==> src/design/wsfe_pkg.sv <==
// Shared types and constants for the WebSocket client frame encoder.
// No dependencies; used by every module of the encoder.
package wsfe_pkg;

	// Input opcodes
	localparam logic OP_BEGIN   = 1'b0;
	localparam logic OP_PAYLOAD = 1'b1;

	// Command kinds passed from the front end to the back end
	localparam logic [1:0] CMD_BEGIN = 2'd0;
	localparam logic [1:0] CMD_DATA  = 2'd1;
	localparam logic [1:0] CMD_ERR   = 2'd2;

	// Header byte sequence of a begin command
	localparam logic [2:0] STEP_HDR    = 3'd0;
	localparam logic [2:0] STEP_LEN    = 3'd1;
	localparam logic [2:0] STEP_LEN_HI = 3'd2;
	localparam logic [2:0] STEP_LEN_LO = 3'd3;
	localparam logic [2:0] STEP_KEY0   = 3'd4;
	localparam logic [2:0] STEP_KEY3   = 3'd7;

	localparam logic [7:0]  FIN_BIT     = 8'h80;
	localparam logic [7:0]  MASK_BIT    = 8'h80;
	localparam logic [6:0]  LEN16_CODE  = 7'd126;
	localparam logic [15:0] SHORT_MAX   = 16'd125;
	localparam logic [15:0] MAX_LEN_RST = 16'hFFFF;

	localparam int CMD_DEPTH = 4;

	typedef struct packed {
		logic [1:0]  kind;
		logic [3:0]  frame_kind;
		logic [15:0] length;
		logic [31:0] key;
		logic [7:0]  data;
		logic        last;
	} cmd_t;

endpackage

==> src/design/wsfe_front.sv <==
// Front end: accepts input items, tracks the open frame and masks payload bytes.
// Depends on wsfe_pkg; feeds wsfe_cmd_fifo.
module wsfe_front (
	input  logic                clk,
	input  logic                arst_n,
	input  logic                cfg_wen,
	input  logic [15:0]         cfg_wdata,
	input  logic                accept,
	input  logic                opcode,
	input  logic [3:0]          frame_kind,
	input  logic [15:0]         payload_length,
	input  logic [31:0]         mask_key,
	input  logic [7:0]          data_byte,
	output logic                cmd_wr,
	output wsfe_pkg::cmd_t      cmd
);

	logic [15:0] max_len_q;
	logic        in_frame_q;
	logic [15:0] bytes_left_q;
	logic [1:0]  phase_q;
	logic [31:0] mask_word_q;

	logic        too_long;
	logic [15:0] left_next;
	logic        fin;
	logic [1:0]  sel;
	logic [7:0]  mask_byte;

	assign too_long  = payload_length > max_len_q;
	assign left_next = bytes_left_q - 16'd1;
	assign fin       = left_next == 16'd0;
	assign sel       = 2'd3 - phase_q;
	assign mask_byte = mask_word_q[{sel, 3'b000} +: 8];

	always_comb begin
		cmd.kind       = wsfe_pkg::CMD_DATA;
		cmd.frame_kind = frame_kind;
		cmd.length     = payload_length;
		cmd.key        = mask_key;
		cmd.data       = data_byte ^ mask_byte;
		cmd.last       = fin;
		cmd_wr         = 1'b0;
		if (accept) begin
			if (opcode == wsfe_pkg::OP_BEGIN) begin
				cmd_wr   = 1'b1;
				cmd.kind = too_long ? wsfe_pkg::CMD_ERR : wsfe_pkg::CMD_BEGIN;
			end else begin
				cmd_wr = in_frame_q;
			end
		end
	end

	always_ff @(posedge clk or negedge arst_n) begin
		if (!arst_n) begin
			max_len_q    <= wsfe_pkg::MAX_LEN_RST;
			in_frame_q   <= 1'b0;
			bytes_left_q <= 16'd0;
			phase_q      <= 2'd0;
			mask_word_q  <= 32'd0;
		end else begin
			if (cfg_wen) begin
				max_len_q <= cfg_wdata;
			end
			if (accept) begin
				if (opcode == wsfe_pkg::OP_BEGIN) begin
					phase_q <= 2'd0;
					if (too_long) begin
						in_frame_q   <= 1'b0;
						bytes_left_q <= 16'd0;
					end else begin
						in_frame_q   <= payload_length != 16'd0;
						bytes_left_q <= payload_length;
						mask_word_q  <= mask_key;
					end
				end else if (in_frame_q) begin
					// advance to the next payload byte
					bytes_left_q <= left_next;
					phase_q      <= phase_q + 2'd1;
					if (fin) begin
						in_frame_q <= 1'b0;
					end
				end
			end
		end
	end

endmodule

==> src/design/wsfe_cmd_fifo.sv <==
// Short command queue between the front end and the back end.
// Depends on wsfe_pkg for the command type.
module wsfe_cmd_fifo #(
	parameter int DEPTH = wsfe_pkg::CMD_DEPTH
) (
	input  logic           clk,
	input  logic           arst_n,
	input  logic           wr_en,
	input  wsfe_pkg::cmd_t wr_cmd,
	output logic           full,
	input  logic           rd_en,
	output wsfe_pkg::cmd_t rd_cmd,
	output logic           empty
);

	localparam int PTR_W = $clog2(DEPTH);
	localparam int CNT_W = $clog2(DEPTH + 1);

	wsfe_pkg::cmd_t mem [DEPTH];
	logic [PTR_W-1:0] wr_ptr_q;
	logic [PTR_W-1:0] rd_ptr_q;
	logic [CNT_W-1:0] count_q;
	logic             do_wr;
	logic             do_rd;

	assign full   = count_q == CNT_W'(DEPTH);
	assign empty  = count_q == '0;
	assign do_wr  = wr_en && !full;
	assign do_rd  = rd_en && !empty;
	assign rd_cmd = mem[rd_ptr_q];

	always_ff @(posedge clk) begin
		if (do_wr) begin
			mem[wr_ptr_q] <= wr_cmd;
		end
	end

	always_ff @(posedge clk or negedge arst_n) begin
		if (!arst_n) begin
			wr_ptr_q <= '0;
			rd_ptr_q <= '0;
			count_q  <= '0;
		end else begin
			if (do_wr) begin
				wr_ptr_q <= (wr_ptr_q == PTR_W'(DEPTH - 1)) ? '0 : wr_ptr_q + PTR_W'(1);
			end
			if (do_rd) begin
				rd_ptr_q <= (rd_ptr_q == PTR_W'(DEPTH - 1)) ? '0 : rd_ptr_q + PTR_W'(1);
			end
			if (do_wr && !do_rd) begin
				count_q <= count_q + CNT_W'(1);
			end else if (do_rd && !do_wr) begin
				count_q <= count_q - CNT_W'(1);
			end
		end
	end

endmodule

==> src/design/wsfe_back.sv <==
// Back end: expands queued commands into frame bytes and holds the output register.
// Depends on wsfe_pkg; reads from wsfe_cmd_fifo.
module wsfe_back (
	input  logic           clk,
	input  logic           arst_n,
	input  wsfe_pkg::cmd_t head,
	input  logic           head_empty,
	output logic           head_pop,
	input  logic           pop,
	output logic           empty,
	output logic [7:0]     out_byte,
	output logic           is_header,
	output logic           last,
	output logic           error
);

	logic [2:0] step_q;
	logic       out_valid_q;
	logic [7:0] byte_q;
	logic       hdr_q;
	logic       last_q;
	logic       err_q;

	logic       out_ready;
	logic       emit;
	logic       short_len;
	logic [1:0] key_sel;
	logic [7:0] nx_byte;
	logic       nx_hdr;
	logic       nx_last;
	logic       nx_err;
	logic       final_step;
	logic [2:0] nx_step;

	assign out_ready = !out_valid_q || pop;
	assign emit      = !head_empty && out_ready;
	assign short_len = head.length <= wsfe_pkg::SHORT_MAX;
	assign key_sel   = 2'd3 - step_q[1:0];
	assign head_pop  = emit && final_step;

	always_comb begin
		nx_byte    = 8'd0;
		nx_hdr     = 1'b0;
		nx_last    = 1'b0;
		nx_err     = 1'b0;
		final_step = 1'b1;
		nx_step    = step_q + 3'd1;
		case (head.kind)
			wsfe_pkg::CMD_BEGIN: begin
				nx_hdr     = 1'b1;
				final_step = step_q == wsfe_pkg::STEP_KEY3;
				case (step_q)
					wsfe_pkg::STEP_HDR: begin
						nx_byte = wsfe_pkg::FIN_BIT | {4'd0, head.frame_kind};
					end
					wsfe_pkg::STEP_LEN: begin
						if (short_len) begin
							nx_byte = wsfe_pkg::MASK_BIT | {1'b0, head.length[6:0]};
							nx_step = wsfe_pkg::STEP_KEY0;
						end else begin
							nx_byte = wsfe_pkg::MASK_BIT | {1'b0, wsfe_pkg::LEN16_CODE};
						end
					end
					wsfe_pkg::STEP_LEN_HI: begin
						nx_byte = head.length[15:8];
					end
					wsfe_pkg::STEP_LEN_LO: begin
						nx_byte = head.length[7:0];
					end
					default: begin
						nx_byte = head.key[{key_sel, 3'b000} +: 8];
						nx_last = (step_q == wsfe_pkg::STEP_KEY3) && (head.length == 16'd0);
					end
				endcase
			end
			wsfe_pkg::CMD_DATA: begin
				nx_byte = head.data;
				nx_last = head.last;
			end
			default: begin
				nx_err = 1'b1;
			end
		endcase
	end

	always_ff @(posedge clk) begin
		if (emit) begin
			byte_q <= nx_byte;
			hdr_q  <= nx_hdr;
			last_q <= nx_last;
			err_q  <= nx_err;
		end
	end

	always_ff @(posedge clk or negedge arst_n) begin
		if (!arst_n) begin
			step_q      <= wsfe_pkg::STEP_HDR;
			out_valid_q <= 1'b0;
		end else begin
			if (out_ready) begin
				out_valid_q <= emit;
			end
			if (emit) begin
				step_q <= final_step ? wsfe_pkg::STEP_HDR : nx_step;
			end
		end
	end

	assign empty     = !out_valid_q;
	assign out_byte  = byte_q;
	assign is_header = hdr_q;
	assign last      = last_q;
	assign error     = err_q;

endmodule

==> src/design/websocket_client_frame_encoder_unit.sv <==
// Top level of the masked client WebSocket frame encoder.
// Depends on wsfe_pkg, wsfe_front, wsfe_cmd_fifo and wsfe_back.
//
//   channel   handshake        payload
//   -------   --------------   ----------------------------------------------------
//   input     push / full      opcode, frame_kind, payload_length, mask_key, data_byte
//   result    pop / empty      out_byte, is_header, last, error
//   config    cfg_wen          cfg_wdata (max_length)
//
// The front end takes one item per cycle while the command queue (CMD_DEPTH entries)
// has room. The back end writes one byte per cycle into the output register while it is
// empty or popped: a payload byte or an error gives one byte, a begin six (length up to
// 125) or eight. An item passes the queue and the output register before its first byte.
// Reset clears frame state, queue and output register; max_length returns to 65535.
// A result held (pop low) stalls the back end, the front end only once the queue fills.
module websocket_client_frame_encoder_unit #(
	parameter int CMD_DEPTH = wsfe_pkg::CMD_DEPTH
) (
	input  logic        clk,
	input  logic        arst_n,
	// configuration
	input  logic        cfg_wen,
	input  logic [15:0] cfg_wdata,
	// input items
	input  logic        push,
	output logic        full,
	input  logic        opcode,
	input  logic [3:0]  frame_kind,
	input  logic [15:0] payload_length,
	input  logic [31:0] mask_key,
	input  logic [7:0]  data_byte,
	// result bytes
	output logic        empty,
	input  logic        pop,
	output logic [7:0]  out_byte,
	output logic        is_header,
	output logic        last,
	output logic        error
);

	logic           accept;
	logic           cmd_wr;
	wsfe_pkg::cmd_t cmd;
	wsfe_pkg::cmd_t head;
	logic           head_empty;
	logic           head_pop;

	// transfer on the input side
	assign accept = push && !full;

	// classify items, track the frame and mask payload bytes
	wsfe_front u_front (
		.clk            (clk),
		.arst_n         (arst_n),
		.cfg_wen        (cfg_wen),
		.cfg_wdata      (cfg_wdata),
		.accept         (accept),
		.opcode         (opcode),
		.frame_kind     (frame_kind),
		.payload_length (payload_length),
		.mask_key       (mask_key),
		.data_byte      (data_byte),
		.cmd_wr         (cmd_wr),
		.cmd            (cmd)
	);

	// decouple item acceptance from byte emission
	wsfe_cmd_fifo #(
		.DEPTH (CMD_DEPTH)
	) u_cmd_fifo (
		.clk    (clk),
		.arst_n (arst_n),
		.wr_en  (cmd_wr),
		.wr_cmd (cmd),
		.full   (full),
		.rd_en  (head_pop),
		.rd_cmd (head),
		.empty  (head_empty)
	);

	// expand commands into wire bytes
	wsfe_back u_back (
		.clk        (clk),
		.arst_n     (arst_n),
		.head       (head),
		.head_empty (head_empty),
		.head_pop   (head_pop),
		.pop        (pop),
		.empty      (empty),
		.out_byte   (out_byte),
		.is_header  (is_header),
		.last       (last),
		.error      (error)
	);

	// an error result carries no frame byte
	assert property (@(posedge clk) disable iff (!arst_n)
		!empty && error |-> out_byte == 8'd0 && !is_header && !last)
	else $error("error result with frame byte content");

	// the front end never writes a full queue
	assert property (@(posedge clk) disable iff (!arst_n)
		cmd_wr |-> !full)
	else $error("command written into full queue");

	// a waiting result is neither dropped nor changed
	assert property (@(posedge clk) disable iff (!arst_n)
		!empty && !pop |=> !empty && $stable(out_byte) && $stable(last))
	else $error("held result lost or changed");

	// a header byte never carries the error flag
	assert property (@(posedge clk) disable iff (!arst_n)
		!empty && is_header |-> !error)
	else $error("header byte flagged as error");

endmodule
==> config.mk <==
export PLATFORM = sky130hd
export DESIGN_NAME = websocket_client_frame_encoder_unit
export DESIGN_NICKNAME = d
export VERILOG_FILES = /design/src/design/wsfe_pkg.sv /design/src/design/wsfe_front.sv /design/src/design/wsfe_cmd_fifo.sv /design/src/design/wsfe_back.sv /design/src/design/websocket_client_frame_encoder_unit.sv
export SDC_FILE = /design/constraint.sdc
export NUM_CORES = 1
export LEC_CHECK = 0
export BUFFER_PORTS_ARGS = -buffer_cell sky130_fd_sc_hd__buf_2
export CORE_AREA = 2 2 178 180
export DETAILED_ROUTE_END_ITERATION = 12
export DIE_AREA = 0 0 180 182
export GPL_TIMING_DRIVEN = 0
export PLACE_DENSITY = 0.75
export REMOVE_ABC_BUFFERS = 1
export SETUP_SLACK_MARGIN = 0.1
export SYNTH_ARGS = -nofsm -noshare
export SYNTH_HDL_FRONTEND = slang
export SYNTH_HIERARCHICAL = 1
export SYNTH_SLANG_ARGS = --single-unit
==> constraint.sdc <==
create_clock -name clk -period 5.35 [get_ports clk]
set_clock_uncertainty 0.1 [all_clocks]
set_input_delay 1.07 -clock clk [delete_from_list [all_inputs] [get_ports clk]]
set_output_delay 1.07 -clock clk [all_outputs]
set_load 0.01 [all_outputs]
==> summary.txt <==
Die width: 180 um
RSZ-0062 raised after global routing: no
Iter 0 DRT Violations: 864
Cell Rows: 65
Critical Path Source: u_cmd_fifo/count_q[0]
DP HPWL: 20,100 um
First-pass GRT wire length: 49,000 um
Vias/cell: 5.90
Cts hold-fix bufs: 0
Post-layout min period: 3.93 ns
Final wirelength: 31,200 um
Grt ovf: 0
Worst Path Arrival: 4.03 ns
Cell Area, Synth: 15,200 um^2
Placed cell count: 1,317
Design area: 16,900 um^2
CTS Buf Count: 35
Post-CTS setup buffers: 0
Reg2Reg Setup Slack: 1.42 ns
Worst VDD drop: 0.292 mV
Most used DFF post-synth: edfxtp_1
Critical path required time: 5.45 ns
Critical Path Fanout Max: 35
Worst-Margin Slew: 1.01 ns
Clock Pin Slew Worst Setup and Hold Paths: 0.06 ns
Antenna viol nets, final: 0
Pre-CTS setup slack: 0.929 ns
Pleak: 0.00604 uW
Status: finished, final reports clean
Final GP Congestion: 0.862
Most frequent cells in the layout: edfxtp_1, buf_2, mux4_2, dfrtp_1, clkbuf_16
Overall routing resource usage: 19.5%
Most common cell after layout, fill and taps aside: edfxtp_1
Wire per inst: 22.6 um
Post-Synthesis Cells: 906
Crit. End Element: flip-flop
Clock Sinks: 341
Initial antenna violation count: 3
CTS tree: yes
NumNets Final: 1,065
Setup_tns: 0 ns
Max-cap violations: 0
Worst-skew pair later-pin latency: 0.52 ns
Via Count: 8,154
FF-to-FF path depth: 8
Register area: 9880 um^2
Final Hold Vio Count: 0
Critical Path Source Type: flip-flop
Full die area: 32,800 um^2
Unique masters post-synth: 71
Slew margin rel.: 32.5%
Fmax: 0.254 GHz
Hold Path Class: primary input to asynchronous set/reset pin
PortBufs: 94
Register area share after synthesis: 65.1%
Post-route setup slack: 1.42 ns
Area after DPL: 15,700 um^2
Drt first pass iters: 6
Worst r2r src: u_cmd_fifo/count_q[0]
Deepest clock path buffer count: 3
Fill cells: 2,439
Asr flop ratio synth: 22.9%
Fin crit share: 73.5%
Post-CTS resize count: 0
Yosys reg bits: 341
Synthesis-to-layout area growth: 11.3%
Clk root buf: clkbuf_16
Power Density: 566 nW/um^2
# DRC: 0
Critical path endpoint: u_cmd_fifo/mem[2][14]
Mean Syn Cell Area: 16.7 um^2
Yosys warns: 6
Area occupied by multi-input gates: 4540 um^2
Slew Limit Fails: 0
H-tree levels: 2
Largest net degree at the start of global routing: 52
Die height: 182 um
Layout cell share with drive strength beyond 1: 31.3%
I/O pin cnt: 95
R2R Path End: u_cmd_fifo/mem[2][14]
# setup viols final: 0
Fin cells: 1,381
Number of global-route vias before repair: 8,290
Hold slack final: 0.399 ns
Initial core utilization: 48.9%
Crit Path Category: flip-flop to flip-flop
Core area: 31,000 um^2
Number of synthesized flops with an enable pin: 263
-- through the flow --
step                      total power, uW  util, %
after detailed placement             7150     50.7
after global routing                10000     54.4
after global placement               7070     50.0
after floorplan                      6190        -
final                                9540     54.4
after CTS                            9620     54.4
-- worst min path at each step --
stage	startpoint	endpoint	slack, ns	cells past startpoint
after floorplan	u_front/max_len_q[10]	u_front/max_len_q[10]	0.37	2
after global placement	u_front/mask_word_q[7]	u_front/mask_word_q[7]	0.39	1
after detailed placement	u_front/mask_word_q[29]	u_front/mask_word_q[29]	0.39	1
after CTS	arst_n	u_front/mask_word_q[9]	0.40	1
after global routing	arst_n	u_front/mask_word_q[9]	0.41	1
final	arst_n	u_back/step_q[1]	0.40	1
-- Yosys cell counts, types with 10 or more instances --
cell type	n	area, um^2
xor2_1	10	87.6
edfxtp_1	263	7900
nand2_1	32	120
dfstp_2	16	420
nor2_1	31	116
inv_1	34	128
nand3_1	10	50.1
buf_6	10	113
mux2_4	29	435
dfrtp_1	62	1550
a31oi_1	12	75.1
buf_4	54	405
a21oi_1	22	110
mux4_2	79	1780
nor3_1	17	85.1
nor4_1	15	93.8
o21ai_0	25	125
ha_1	30	375
clkbuf_1	21	78.8
-- report_power, final --
part,leakage (uW),switching [uW],internal (uW)
logic,0.00215,1530,1440
registers,0.00332,494,3650
clock network,0.000563,976,1450
total,0.00604,3000,6540
-- layer usage --
| layer | track usage [%] | share of wire, % |
|---|---|---|
| met1 | 27.5 | 43 |
| met4 | 5.37 | 2.3 |
| met3 | 3.77 | 7.4 |
| met2 | 31.2 | 48 |
| met5 | 0 | 0.022 |
-- registers in the layout, indices dropped and copies added, names as in the netlist, 3 cells and up --
register and cells:
u_front/bytes_left_q 16, u_back/step_q 3, u_front/mask_word_q 32, u_back/out_byte 8
u_front/max_len_q 16, u_cmd_fifo/count_q 3, u_cmd_fifo/mem 252
-- critical path: stages, from the launching register on --
cell	delay (ns)
dfrtp_1	0.51
nor3b_4	0.13
nor2b_4	0.26
nor2b_1	0.69
nor2_1	0.26
inv_1	0.47
nor2b_4	0.34
and2_4	0.50
buf_12	0.30
-- cell families after synthesis --
group | synth area share, %
XOR/XNOR | 0.867
AND/OR/NAND/NOR | 5.99
multiplexers | 15.2
AO/OA/AOI/OAI | 5.15
flip-flops | 65.1
buffers and inverters | 5.04
adder cells (fa/ha/maj) | 2.61
-- final cells by class --
cell class,instances,area share (%)
sequential,341,58.5
multi-input combinational,438,26.9
clock buffer,52,5.93
timing repair buffer,102,3.93
tap,402,2.98
clock inverter,11,0.957
inverter,34,0.757
antenna,1,0.0148
No activity file was read; power rests on OpenSTA's default activity.
